`config.mk`:
```
export PLATFORM = sky130hd
export DESIGN_NAME = hsv_to_rgb_pixel
export DESIGN_NICKNAME = d
export VERILOG_FILES = /design/src/hw/rtl/hsv_pkg.sv /design/src/hw/rtl/hsv_hue.sv /design/src/hw/rtl/hsv_chan.sv /design/src/hw/rtl/hsv_to_rgb_pixel.sv
export SDC_FILE = /design/constraint.sdc
export NUM_CORES = 2
export LEC_CHECK = 0
export BUFFER_PORTS_ARGS = -buffer_cell sky130_fd_sc_hd__buf_2
export CAP_MARGIN = 0
export CORE_MARGIN = 4
export CORE_UTILIZATION = 55
export DETAILED_ROUTE_END_ITERATION = 8
export PLACE_DENSITY = 0.67
export SLEW_MARGIN = 20
export SYNTH_ARGS = -nofsm -noshare
export SYNTH_HDL_FRONTEND = slang
export SYNTH_SLANG_ARGS = --single-unit
```
`constraint.sdc`:
```
create_clock -name clk -period 13.9 [get_ports clk]
set_input_delay 1.39 -clock clk [delete_from_list [all_inputs] [get_ports clk]]
set_output_delay 1.39 -clock clk [all_outputs]
set_load 0.01 [all_outputs]
```
`src/hw/rtl/hsv_pkg.sv`:
```
// Shared constants and types for the HSV to RGB pixel converter.
package hsv_pkg;

  // Hue fixed point: degrees with HUE_FRAC_BITS fraction bits
  localparam int HUE_FRAC_BITS = 6;
  localparam int HUE_W         = 15;
  localparam int CH_W          = 8;
  localparam int CH_MAX        = (1 << CH_W) - 1;

  // Integer degrees part of the hue
  localparam int U_W      = HUE_W - HUE_FRAC_BITS;
  localparam int SEXT_DEG = 60;
  // One 60-degree sector in hue units
  localparam int HUE_60   = SEXT_DEG << HUE_FRAC_BITS;
  // Ramp factor k runs 0..HUE_60
  localparam int K_W      = $clog2(HUE_60 + 1);

  localparam int SECT_W = 3;

  // Register stages from accept to result strobe
  localparam int PIPE_DEPTH = 7;

  // Hue sectors, named by the colors at their edges
  localparam logic [SECT_W-1:0] SEC_RED_YEL = 3'd0;
  localparam logic [SECT_W-1:0] SEC_YEL_GRN = 3'd1;
  localparam logic [SECT_W-1:0] SEC_GRN_CYN = 3'd2;
  localparam logic [SECT_W-1:0] SEC_CYN_BLU = 3'd3;
  localparam logic [SECT_W-1:0] SEC_BLU_MAG = 3'd4;
  localparam logic [SECT_W-1:0] SEC_MAG_RED = 3'd5;

  // Hue front end to channel back end
  typedef struct packed {
    logic [SECT_W-1:0] sector;
    logic [K_W-1:0]    k;
    logic [CH_W-1:0]   sat;
    logic [CH_W-1:0]   val;
  } hsv_mid_t;

endpackage

```
`src/hw/rtl/hsv_hue.sv`:
```
// Hue front end: sector index and ramp factor over three stages.
module hsv_hue (
  input  logic                       clk,
  input  logic                       rst,
  input  logic                       in_valid,
  input  logic [hsv_pkg::HUE_W-1:0]  hue,
  input  logic [hsv_pkg::CH_W-1:0]   sat,
  input  logic [hsv_pkg::CH_W-1:0]   val,
  output logic                       out_valid,
  output hsv_pkg::hsv_mid_t          mid
);
  import hsv_pkg::*;

  // u / 60 by reciprocal; estimate is exact or one low
  localparam int RECIP_SH = 16;
  localparam int RECIP    = (1 << RECIP_SH) / SEXT_DEG;
  localparam int PROD_W   = RECIP_SH + U_W + 1;
  localparam int QU_MAX   = ((1 << U_W) - 1) / SEXT_DEG;
  localparam int QU_W     = (QU_MAX < 2) ? 1 : $clog2(QU_MAX + 1);
  localparam int RM_W     = $clog2(SEXT_DEG);
  localparam int R_W      = K_W + 1;
  localparam logic [HUE_W-1:0] FRAC_MASK = HUE_W'((1 << HUE_FRAC_BITS) - 1);
  localparam logic [R_W-1:0]   Q_R       = R_W'(HUE_60);
  localparam logic [R_W-1:0]   Q2_R      = R_W'(2 * HUE_60);

  // x mod 3: base-4 digits each weigh 1 mod 3
  function automatic logic [1:0] mod3(input logic [QU_W-1:0] x);
    logic [QU_W:0] xp;
    logic [4:0]    acc;
    logic [2:0]    s2;
    logic [2:0]    s3;
    xp  = {1'b0, x};
    acc = '0;
    for (int i = 0; i < QU_W; i += 2) begin
      acc = acc + 5'(xp[i +: 2]);
    end
    s2 = 3'(acc[1:0]) + 3'(acc[3:2]) + 3'(acc[4]);
    s3 = 3'(s2[1:0]) + 3'(s2[2]);
    if (s3 >= 3'd3) begin
      s3 = s3 - 3'd3;
    end
    return s3[1:0];
  endfunction

  // stage A: reciprocal product
  logic              a_valid;
  logic [PROD_W-1:0] a_prod;
  logic [U_W-1:0]    a_u;
  logic [HUE_W-1:0]  a_frac;
  logic [CH_W-1:0]   a_sat;
  logic [CH_W-1:0]   a_val;

  // stage B: corrected quotient and remainder
  logic              b_valid;
  logic [QU_W-1:0]   b_quot;
  logic [RM_W-1:0]   b_rmod;
  logic [HUE_W-1:0]  b_frac;
  logic [CH_W-1:0]   b_sat;
  logic [CH_W-1:0]   b_val;

  logic [U_W-1:0]    u;
  logic [QU_W-1:0]   q0;
  logic [U_W-1:0]    rem0;

  logic              par;
  logic [1:0]        m3;
  logic [RM_W:0]     rm120;
  logic [R_W-1:0]    r;
  logic [K_W-1:0]    k;

  assign u = hue[HUE_W-1:HUE_FRAC_BITS];

  always_ff @(posedge clk) begin
    if (rst) begin
      a_valid <= 1'b0;
    end else begin
      a_valid <= in_valid;
    end
    a_prod <= PROD_W'(u) * PROD_W'(RECIP);
    a_u    <= u;
    a_frac <= hue & FRAC_MASK;
    a_sat  <= sat;
    a_val  <= val;
  end

  assign q0   = a_prod[RECIP_SH +: QU_W];
  assign rem0 = a_u - U_W'(int'(q0) * SEXT_DEG);

  always_ff @(posedge clk) begin
    if (rst) begin
      b_valid <= 1'b0;
    end else begin
      b_valid <= a_valid;
    end
    if (int'(rem0) >= SEXT_DEG) begin
      b_quot <= q0 + QU_W'(1);
      b_rmod <= RM_W'(int'(rem0) - SEXT_DEG);
    end else begin
      b_quot <= q0;
      b_rmod <= RM_W'(rem0);
    end
    b_frac <= a_frac;
    b_sat  <= a_sat;
    b_val  <= a_val;
  end

  // quot mod 6 = 2*((quot/2) mod 3) + parity
  assign par   = b_quot[0];
  assign m3    = mod3(b_quot >> 1);
  // position inside the 120-degree period
  assign rm120 = {1'b0, b_rmod} + (par ? (RM_W + 1)'(SEXT_DEG) : '0);
  assign r     = (R_W'(rm120) << HUE_FRAC_BITS) | R_W'(b_frac);
  assign k     = (r >= Q_R) ? K_W'(Q2_R - r) : K_W'(r);

  always_ff @(posedge clk) begin
    if (rst) begin
      out_valid <= 1'b0;
    end else begin
      out_valid <= b_valid;
    end
    mid.sector <= {m3, par};
    mid.k      <= k;
    mid.sat    <= b_sat;
    mid.val    <= b_val;
  end

endmodule

```
`src/hw/rtl/hsv_chan.sv`:
```
// Channel back end: x+m and m bytes with ceiling, sector placement.
module hsv_chan (
  input  logic                      clk,
  input  logic                      rst,
  input  logic                      in_valid,
  input  hsv_pkg::hsv_mid_t         mid,
  output logic                      out_valid,
  output logic [hsv_pkg::CH_W-1:0]  red,
  output logic [hsv_pkg::CH_W-1:0]  green,
  output logic [hsv_pkg::CH_W-1:0]  blue
);
  import hsv_pkg::*;

  // t = sat*k + (255-sat)*Q, at most 255*Q
  localparam int T_W   = $clog2(CH_MAX * HUE_60 + 1);
  localparam int W_W   = T_W + CH_W + 1;
  // x divisor after the 2^F part is taken off: 255*60
  localparam int DIV_X = CH_MAX * SEXT_DEG;
  localparam int Y_W   = $clog2(CH_MAX * DIV_X + DIV_X);
  localparam int RX_SH = 32;
  localparam longint RX = (longint'(1) << RX_SH) / DIV_X;
  localparam int XP_W  = RX_SH + CH_W + 1;
  // m = ceil(val*(255-sat)/255)
  localparam int DIV_M = CH_MAX;
  localparam int ZM_W  = 2 * CH_W;
  localparam int RM_SH = 24;
  localparam int RMC   = (1 << RM_SH) / DIV_M;
  localparam int MP_W  = RM_SH + CH_W + 1;
  localparam logic [W_W-1:0] FRAC_RND = W_W'((1 << HUE_FRAC_BITS) - 1);

  // stage D
  logic              d_valid;
  logic [T_W-1:0]    d_t;
  logic [ZM_W-1:0]   d_zm;
  logic [CH_W-1:0]   d_val;
  logic [SECT_W-1:0] d_sector;
  // stage E
  logic              e_valid;
  logic [Y_W-1:0]    e_y;
  logic [MP_W-1:0]   e_mp;
  logic [ZM_W-1:0]   e_zm;
  logic [CH_W-1:0]   e_val;
  logic [SECT_W-1:0] e_sector;
  // stage F
  logic              f_valid;
  logic [XP_W-1:0]   f_xp;
  logic [Y_W-1:0]    f_y;
  logic [CH_W-1:0]   f_m;
  logic [CH_W-1:0]   f_val;
  logic [SECT_W-1:0] f_sector;

  logic [CH_W-1:0]   inv_sat;
  logic [W_W-1:0]    w;
  logic [CH_W-1:0]   qm;
  logic [ZM_W-1:0]   remm;
  logic [CH_W-1:0]   qx;
  logic [Y_W-1:0]    remx;
  logic [CH_W-1:0]   chan_x;

  assign inv_sat = CH_W'(CH_MAX) - mid.sat;

  always_ff @(posedge clk) begin
    if (rst) begin
      d_valid <= 1'b0;
    end else begin
      d_valid <= in_valid;
    end
    d_t      <= T_W'(mid.sat) * T_W'(mid.k) + T_W'(inv_sat) * T_W'(HUE_60);
    d_zm     <= ZM_W'(mid.val) * ZM_W'(inv_sat) + ZM_W'(DIV_M - 1);
    d_val    <= mid.val;
    d_sector <= mid.sector;
  end

  assign w = W_W'(d_val) * W_W'(d_t);

  // nested ceiling: first by 2^F, then by 255*60 (bias added here)
  always_ff @(posedge clk) begin
    if (rst) begin
      e_valid <= 1'b0;
    end else begin
      e_valid <= d_valid;
    end
    e_y      <= Y_W'((w + FRAC_RND) >> HUE_FRAC_BITS) + Y_W'(DIV_X - 1);
    e_mp     <= MP_W'(d_zm) * MP_W'(RMC);
    e_zm     <= d_zm;
    e_val    <= d_val;
    e_sector <= d_sector;
  end

  // reciprocal estimates are exact or one low
  assign qm   = e_mp[RM_SH +: CH_W];
  assign remm = e_zm - ZM_W'(int'(qm) * DIV_M);

  always_ff @(posedge clk) begin
    if (rst) begin
      f_valid <= 1'b0;
    end else begin
      f_valid <= e_valid;
    end
    f_xp     <= XP_W'(e_y) * XP_W'(RX);
    f_y      <= e_y;
    f_m      <= (remm >= ZM_W'(DIV_M)) ? qm + CH_W'(1) : qm;
    f_val    <= e_val;
    f_sector <= e_sector;
  end

  assign qx     = f_xp[RX_SH +: CH_W];
  assign remx   = f_y - Y_W'(int'(qx) * DIV_X);
  assign chan_x = (remx >= Y_W'(DIV_X)) ? qx + CH_W'(1) : qx;

  always_ff @(posedge clk) begin
    if (rst) begin
      out_valid <= 1'b0;
    end else begin
      out_valid <= f_valid;
    end
    unique case (f_sector)
      SEC_RED_YEL: begin
        red <= f_val;  green <= chan_x; blue <= f_m;
      end
      SEC_YEL_GRN: begin
        red <= chan_x; green <= f_val;  blue <= f_m;
      end
      SEC_GRN_CYN: begin
        red <= f_m;    green <= f_val;  blue <= chan_x;
      end
      SEC_CYN_BLU: begin
        red <= f_m;    green <= chan_x; blue <= f_val;
      end
      SEC_BLU_MAG: begin
        red <= chan_x; green <= f_m;    blue <= f_val;
      end
      default: begin
        // SEC_MAG_RED
        red <= f_val;  green <= f_m;    blue <= chan_x;
      end
    endcase
  end

endmodule

```
`src/hw/rtl/hsv_to_rgb_pixel.sv`:
```
// Top level of the HSV to 8-bit RGB pixel converter.
// Converts one HSV pixel per clock into 8-bit RGB. An item is taken at each
// rising edge where start is high and busy is low; busy is only high while
// rst is held, so after reset a new pixel may be issued every cycle. Each
// result appears on red/green/blue for exactly one cycle with done high.
// Results appear in issue order, with done registered alongside the bytes.
// There is no output stall: the receiver must take every done cycle. The
// pipeline has seven register stages: three in the hue front end
// (reciprocal divide by 60, remainder correction, sector and ramp factor)
// and four in the channel back end (chroma products, value product,
// reciprocal divide by 255*60, ceiling correction and sector placement).
// Hue is degrees with HUE_FRAC_BITS fraction bits; hue at or above 360
// wraps. Each channel is rounded up, and the largest channel always equals
// brightness.
module hsv_to_rgb_pixel (
  input  logic                      clk,
  input  logic                      rst,
  input  logic                      start,
  output logic                      busy,
  input  logic [hsv_pkg::HUE_W-1:0] hue,
  input  logic [hsv_pkg::CH_W-1:0]  saturation,
  input  logic [hsv_pkg::CH_W-1:0]  brightness,
  output logic                      done,
  output logic [hsv_pkg::CH_W-1:0]  red,
  output logic [hsv_pkg::CH_W-1:0]  green,
  output logic [hsv_pkg::CH_W-1:0]  blue
);
  import hsv_pkg::*;

  logic     accept;
  logic     mid_valid;
  hsv_mid_t mid;

  // Pipeline never backs up; only reset holds off new items.
  assign busy   = rst;
  assign accept = start && !busy;

  // Sector and ramp factor k = Q - |hue mod 2Q - Q|
  hsv_hue u_hue (
    .clk       (clk),
    .rst       (rst),
    .in_valid  (accept),
    .hue       (hue),
    .sat       (saturation),
    .val       (brightness),
    .out_valid (mid_valid),
    .mid       (mid)
  );

  // Channel bytes: max = brightness, min and middle by exact ceilings
  hsv_chan u_chan (
    .clk       (clk),
    .rst       (rst),
    .in_valid  (mid_valid),
    .mid       (mid),
    .out_valid (done),
    .red       (red),
    .green     (green),
    .blue      (blue)
  );

endmodule

```
==> metrics <==
Core Footprint=0.0528 mm^2; Cell Area, Synth=0.0294 mm^2; nets=4013; Synth area leader=fa_1; Tot GR Track Use=0.210; Fill cells=4561; Post-DP HPWL=48.7 mm; Setup Total Neg Slack=0 ns; Initial Util=0.558; r2r startpoint=u_chan.f_xp[36]; # Max-Cap Violations=0; die width=239 um; Async SR Flop Fraction=0; Netlist cell types=77; GRT Residual Overflow=0; R2R cell count=21; Net Count, Synth=3969; Post-CTS Setup Inserts=0; Worst Hold Path Cells=0; clock buffer depth=3; required time worst endpoint=14.34 ns; Clock transition at path regs=0.06 ns; syn_area_per_cell=9.60 um^2; status=complete, no violations; CP arrival=7.27 ns; Least-Margin Pin Slew=0.884 ns; Hold Path Class=reg -> reg; die area=0.0573 mm^2; R2R Path End=u_chan.green[1]; share of post-route cells with drive strength above 1=0.0478; crit path max fanout=8; P&R area growth vs syn=7.35%; antenna violations before repair=0; CP Capture Type=flop; Port Buffer Count=59; first-pass GRT wire length=101 mm; Final Skew=0.0203 ns; Slew Viols, Final=0; initial drt markers=807; Fin. Hold Viols=0; Num CTS Buffers=34; Ys Warns=0; top cell type's share of synthesized area=0.256; relative slew slack=0.406; Min-Delay Endpoint=u_hue.b_frac[3]; CTS tree=built; Final setup viols=0; flip-flop and latch count after synthesis=280; Tcrit/Tclk final=0.491; final WL=57.9 mm; Hold Startpoint=u_hue.a_frac[3]; RSZ-0062 raised after global routing=false; Area contributors post-synth=fa_1 26%, ha_1 21%, dfxtp_1 19%; number of synthesized flops with an enable pin=0; ANT nets after route=0; Crit Path Class=reg -> reg; later-pin clock latency in the skew report=0.54 ns; row cnt=84; # DRC=0; Startpoint Class=flop; Hold Buf Count CTS=0; R2R Setup Slk=7.08 ns; Synth Instances=3067; Vias=20273; Die Ht=239 um; Ports=60; CTS resizes=0; CTS Sinks=280; largest net degree at the start of global routing=38; fin crit period=6.82 ns; RD Place Congestion=0.841; dpl ws=7.18 ns; TritonRoute pass-1 iters=5; vias in the first global route=21748; main flop type after synthesis=dfxtp_1; Vias/cell=5.30; Root Driver=clkbuf_16; Final Worst Setup Slack=7.08 ns; htree depth=2; sequential share of the synthesized area=0.190; DR WL/cell=15.1 um; f_max=147 MHz
[final cells by class]
class	instances	area [um^2]	share of cell area
multi-input cells	2139	21400	0.677
flip-flops and latches	280	5610	0.177
inverters	596	2240	0.0708
clock buffers	41	927	0.0293
well taps	688	861	0.0272
repair buffers	60	303	0.00958
clock inverters	21	275	0.00871
diodes	1	2.50	0.0000792
[synthesized netlist by cell type, types with 19 or more instances]
library cell and number:
nor2_1 89, nor3_1 35, clkbuf_1 44, a21oi_1 112, inv_1 593, a21o_1 41
o21ai_0 104, nand2b_1 29, and2_1 151, dfxtp_1 280, nand3_1 30, o21a_1 19
fa_1 376, nor2b_1 49, xnor2_1 110, nand2_1 224, xor2_1 46, ha_1 492
[how the worst max path moves through the flow]
stage                     cells past startpoint  slack [ns]         endpoint             from
after floorplan                              20        8.02   u_chan.e_y[21]  u_chan.d_val[7]
after global placement                       19        7.40   u_chan.d_t[19]    u_hue.mid[10]
after detailed placement                     21        7.18  u_chan.green[1]  u_chan.f_xp[36]
after CTS                                    21        7.16  u_chan.green[1]  u_chan.f_xp[36]
after global routing                         22        6.64  u_chan.green[1]  u_chan.f_xp[37]
final                                        21        7.08  u_chan.green[1]  u_chan.f_xp[36]
[kinds of logic after synthesis]
logic type,Yosys count,synth area share
XOR/XNOR,156,0.0464
flip-flops,280,0.190
adder cells (fa/ha/maj),869,0.465
buffers and inverters,648,0.0832
AO/OA/AOI/OAI,409,0.0887
AND/OR/NAND/NOR,689,0.120
multiplexers,16,0.00574
[sequential cells by signal (all words and copies together), names as in the netlist, 8 cells and up]
| signal | count |
|---|---|
| u_hue.mid | 31 |
| u_chan.e_y | 22 |
| u_chan.d_t | 20 |
| u_chan.f_y | 20 |
| u_chan.d_zm | 16 |
| u_chan.e_mp | 16 |
| u_hue.a_u | 9 |
| u_chan.blue | 8 |
| u_chan.d_val | 8 |
| u_chan.e_val | 8 |
| u_chan.e_zm | 8 |
| u_chan.f_m | 8 |
| u_chan.f_val | 8 |
| u_chan.f_xp | 8 |
| u_chan.green | 8 |
| u_chan.red | 8 |
| u_hue.a_sat | 8 |
| u_hue.a_val | 8 |
| u_hue.b_sat | 8 |
| u_hue.b_val | 8 |
[worst max-delay path, stage by stage, from the launching register on]
cell and delay (ns):
dfxtp_1 0.52, fa_1 0.55, fa_1 0.57, inv_1 0.06
fa_1 0.53, inv_1 0.04, ha_1 0.35, nor2b_1 0.15
o21ai_0 0.21, nand2_1 0.10, xnor2_1 0.16, ha_1 0.38
nand2_1 0.16, a2111oi_0 0.58, o21ai_0 0.27, a21o_1 0.24
or2_0 0.22, a2111oi_0 0.46, o2111a_1 0.52, mux2i_1 0.35
mux2i_1 0.11, o21ai_0 0.19
[stage by stage]
| stage | cells | util | cell area (um^2) | hold slack, ns |
|---|---|---|---|---|
| 3_3_place_gp | 3763 | 0.576 | 30400 | 0.310 |
| 5_1_grt | 3825 | 0.599 | 31600 | 0.331 |
| 4_1_cts | 3825 | 0.599 | 31600 | 0.325 |
| 2_1_floorplan | 3067 | - | 29400 | 0.310 |
| 6_report | 3826 | 0.599 | 31600 | 0.322 |
| 3_5_place_dp | 3763 | 0.576 | 30400 | 0.312 |
[per-layer routing]
metal	vias to the layer above	wire, um	part of all wire	track usage
met1	9909	25500	0.44	0.266
met4	0	1430	0.025	0.0572
met3	104	1890	0.033	0.0277
met5	-	0	0	0
li1	9953	-	-	-
met2	307	29100	0.50	0.378
[placed cells by master, fill, tap and decap left out, types with 29 or more instances in the layout]
cell / n
dfxtp_1: 279
nor3_1: 35
and2_1: 151
a21oi_1: 112
nor2_1: 89
nand2_1: 224
ha_1: 492
xnor2_1: 110
xor2_1: 46
nor2b_1: 49
clkbuf_16: 34
nand2b_1: 29
inv_1: 593
o21ai_0: 104
fa_1: 376
nand3_1: 30
buf_2: 59
a21o_1: 41
Power is not shown: default switching activity piles up to over one toggle a cycle in this logic, so the estimate is an artifact.
